==> src/rtl/fcw_pkg.sv <==
// ----------------------------------------------------------------------------
// fcw_pkg
// Shared types and constants for the cluster chain walker: field widths,
// command codes, end mark and floppy geometry constants.
// ----------------------------------------------------------------------------
`default_nettype none

package fcw_pkg;

    // field widths
    localparam int CLUSTER_W = 12;
    localparam int COUNT_W   = 7;
    localparam int CYL_W     = 7;
    localparam int SECTOR_W  = 5;
    localparam int BLOCK_W   = 13;
    localparam int TRACK_W   = 8;

    // parameter defaults
    localparam int TABLE_DEPTH_DEF = 4096;
    localparam int MAX_CHAIN_DEF   = 64;

    // command codes carried in tuser
    localparam logic CMD_LOAD = 1'b0;
    localparam logic CMD_WALK = 1'b1;

    // table values
    localparam logic [CLUSTER_W-1:0] END_MARK = 12'hFF0;
    localparam logic [CLUSTER_W-1:0] END_READ = 12'hFFF;

    // geometry: data area starts at byte 0x3e00, 512-byte sectors
    localparam int FIRST_BYTE        = 'h3e00;
    localparam int SECTOR_BYTES      = 'h200;
    localparam int FIRST_BLOCK       = FIRST_BYTE / SECTOR_BYTES;
    localparam int SECTORS_PER_TRACK = 18;

    // reciprocal of the track length, rounded up, with 16 fraction bits
    localparam int RECIP_SHIFT = 16;
    localparam int RECIP       = ((1 << RECIP_SHIFT) + SECTORS_PER_TRACK - 1)
                                 / SECTORS_PER_TRACK;
    localparam int RECIP_W     = 12;

    // mapped floppy address of one cluster
    typedef struct packed {
        logic [CYL_W-1:0]    cylinder;
        logic                head;
        logic [SECTOR_W-1:0] sector;
    } chs_t;

endpackage

`default_nettype wire

==> src/rtl/fcw_chs.sv <==
// ----------------------------------------------------------------------------
// fcw_chs
// Two-stage cluster to cylinder/head/sector mapper. The track number comes
// from a reciprocal multiply, the sector from the remainder.
// ----------------------------------------------------------------------------
`default_nettype none

module fcw_chs import fcw_pkg::*; (
    input  wire logic                 aclk,
    input  wire logic [CLUSTER_W-1:0] cluster,
    output chs_t                      chs
);

    localparam int PROD_W = BLOCK_W + RECIP_W;

    logic [BLOCK_W-1:0] blk;
    logic [BLOCK_W-1:0] blk_reg;
    logic [PROD_W-1:0]  prod_reg;
    logic [TRACK_W-1:0] trk;
    logic [BLOCK_W-1:0] trk_ext;
    logic [BLOCK_W-1:0] rem;

    assign blk = BLOCK_W'(cluster) + BLOCK_W'(FIRST_BLOCK);

    // stage 1: block number and reciprocal product
    always_ff @(posedge aclk) begin
        blk_reg  <= blk;
        prod_reg <= PROD_W'(blk) * PROD_W'(RECIP);
    end

    // stage 2: track, remainder by shift-add of 18
    assign trk     = prod_reg[RECIP_SHIFT +: TRACK_W];
    assign trk_ext = BLOCK_W'(trk);
    assign rem     = blk_reg - (trk_ext << 4) - (trk_ext << 1);

    always_ff @(posedge aclk) begin
        chs.cylinder <= trk[TRACK_W-1:1];
        chs.head     <= trk[0];
        chs.sector   <= rem[SECTOR_W-1:0] + SECTOR_W'(1);
    end

endmodule

`default_nettype wire

==> config.mk <==
export PLATFORM = sky130hd
export DESIGN_NAME = fcw_chs
export DESIGN_NICKNAME = d
export VERILOG_FILES = /design/src/rtl/fcw_pkg.sv /design/src/rtl/fcw_chs.sv
export SDC_FILE = /design/constraint.sdc
export NUM_CORES = 1
export LEC_CHECK = 0
export ABC_AREA = 1
export BUFFER_PORTS_ARGS = -buffer_cell sky130_fd_sc_hd__buf_2
export CORE_UTILIZATION = 25
export DETAILED_ROUTE_END_ITERATION = 10
export GPL_TIMING_DRIVEN = 0
export PLACE_DENSITY_LB_ADDON = 0.1
export SYNTH_ARGS = -nofsm -noshare
export SYNTH_HDL_FRONTEND = slang
export SYNTH_SLANG_ARGS = --single-unit
==> constraint.sdc <==
create_clock -name aclk -period 5.6 [get_ports aclk]
set_clock_uncertainty 0.05 [all_clocks]
set_input_delay 0.56 -clock aclk [delete_from_list [all_inputs] [get_ports aclk]]
set_output_delay 0.56 -clock aclk [all_outputs]
set_load 0.01 [all_outputs]
==> flow_summary.toml <==
[sta]
period_minus_slack_ps = 5240
hold_viol = 0
fin_tns_setup_ps = 0
whs_ps = 276
fmax_ghz = 0.191
slew_headroom_pct = 77.6
fin_crit_sh_pct = 93.5
slew_violations = 0
worst_pin_slew_ps = 336
finalSetupViolCount = 0

[drt]
ant_nets = 0
via_count = 2595
routed_wl_mm = 7.67
viasPerCell = 4.01
dr.first_iter.drc_count = 82
drt-pass1-iter-count = 4
wire_per_inst_um = 11.9
drc_errors = 0

[die]
die-area_um2 = 14700
start_util_pct = 25.6
ioPinCount = 26
die_height_um = 121
die_width_um = 121
rows = 43
coreArea_um2 = 13900

[grt]
gr-total-overflow = 0
grt_max_degree = 15
grt.total_usage_pct = 11.3
grt_pass1_wl_mm = 12.8
grt_pass1_vias = 2612
antenna_found_initial = 0

[cts]
clk_pin_slew_ps = 60
cts_buffers = 3
root_buffer = "clkbuf_16"
cts-htree-levels = 1
clockBufferDepth = 2
tritoncts = "done"
clock-sinks = 26
clk-insertion-delay-late_ps = 260
hold_buffers = 0

[synth]
synthXorXnorAreaFrac_pct = 8.05
syn-num-nets = 554
synth_fa_ha_area_share_pct = 44.2
synthSimpleGateAreaFrac_pct = 16.8
avgSynthCellArea_um2 = 8.24
syn-cell-area_um2 = 3560
muxShareOfSynthArea_pct = 0
synth-seq-cells = 26
synth_compound_area_share_pct = 5.59
ys_types = 34
ys_seq_area_share_pct = 14.6
synthCells = 432
yosysWarnings = 0
synth_top_family_by_area = "adder cells"

[layout]
area_delta_synth_final_pct = 16.2
num_antenna_cells = 0
largest_register_ffs = 13
drive_gt1_share_pct = 14.3
n_fill_cell = 1544
fin_area_um2 = 4130
layout_commonest_cell = "inv_1"
final_cell_mix = "91 x inv_1, 78 x ha_1, 74 x nand2_1"
final_nets = 590
multi_input_area_um2 = 2750
seq_area_um2 = 520

[min_path]
whs_path_depth = 0
hold_path_class = "reg2reg"

[critical_path]
worstPathArrival_ps = 5340
critical_path_class = "in2reg"
end_kind = "register"
worstSetupStartpointType = "input port"
cp_data_required_time_ps = 5710
reg2regPathDepth = 9
worst-path-max-fanout = 9

[run_status]
status = "completed"

[placement]
post_dp_cell_area_um2 = 3910
hpwl_mm = 7.00
place_congestion = 0.795
portBuffers = 25

[run]
cap_violations = 0
==> cell families after synthesis <==
| logic type | after synthesis |
|---|---|
| fa+ha+maj | 109 |
| simple gates | 134 |
| flops | 26 |
| xor+xnor | 28 |
| buf+inv | 101 |
| compound gates | 34 |
==> layer usage <==
layer  routed length [µm]  part of all wire (%)  vias to the layer above  GRT usage (%)
met1                 3800                    49                     1152           15.4
met4                   95                   1.2                        0           3.47
met5                    0                     0                        -              0
met3                  104                   1.4                        5          0.564
li1                     -                     -                     1409              -
met2                 3670                    48                       29           19.1
==> area by class of cell <==
cell class                 instances  area share [%]
clock buffer                       4            2.15
inverter                         101            9.23
timing repair buffer              31            4.12
multi-input combinational        305            66.5
tap                              180            5.45
sequential                        26            12.6
==> critical path, stage by stage <==
cell	delay, ps
buf_2	120
inv_4	110
ha_2	210
nand3_2	90
or2_4	270
nand2_4	80
xor2_4	170
buf_4	190
xor2_1	150
inv_1	60
ha_1	170
a21o_1	150
ha_1	340
fa_1	520
fa_1	450
ha_1	300
ha_1	400
nand2_1	120
nor3_1	240
and2_1	210
nand2_1	60
nor2_1	140
nor2_1	80
nand4_1	70
nand2_1	60
==> cell usage after synthesis <==
master	count	area share [%]
o21ai_1	1	0.14
nand4_1	1	0.18
a21oi_1	15	2.1
nand2_4	1	0.32
a21o_1	7	1.5
o21ai_0	6	0.84
o211ai_1	1	0.21
inv_1	93	9.8
nor3_2	2	0.56
xor2_4	1	0.77
inv_2	6	0.63
nor3_1	3	0.42
dfxtp_1	26	15
o21a_1	2	0.42
xnor2_1	10	2.5
xor2_2	2	0.91
nor2_2	1	0.18
nand2_1	75	7.9
nor4_1	1	0.18
nand4_2	1	0.35
nand3b_1	2	0.42
fa_1	28	16
and2_1	1	0.18
nand3_1	16	2.3
or2_1	1	0.18
clkinv_1	2	0.21
o21bai_1	1	0.21
a31oi_1	1	0.18
ha_1	81	28
xor2_1	14	3.4
xnor2_2	1	0.46
or2_4	1	0.25
nand3_2	3	0.84
nor2_1	25	2.6
==> final timing paths <==
| check | to | slack, ps | start |
|---|---|---|---|
| min | chs[9] | 280 | prod_reg[20] |
| max | prod_reg[22] | 360 | cluster[0] |
| min reg2reg | chs[9] | 280 | prod_reg[20] |
| max reg2reg | chs[4] | 3680 | blk_reg[3] |
==> through the flow <==
step	util (%)	setup WS, ps	std cells
6_report	29.8	364	647
5_1_grt	29.8	-4.08	647
4_1_cts	29.0	46.2	642
3_5_place_dp	28.2	-381	637
3_3_place_gp	28.2	-362	637
2_1_floorplan	-	389	432
==> repair_timing <==
item / 4_1_cts / 5_1_grt
setup endpoints to repair: 4 / 8
gates cloned: 0 / 0
pin swaps: 0 / 4
gates resized for setup: 3 / 16
buffers inserted: 1 / 5
Power is not shown: default switching activity piles up to over one toggle a cycle in this logic, so the estimate is an artifact.
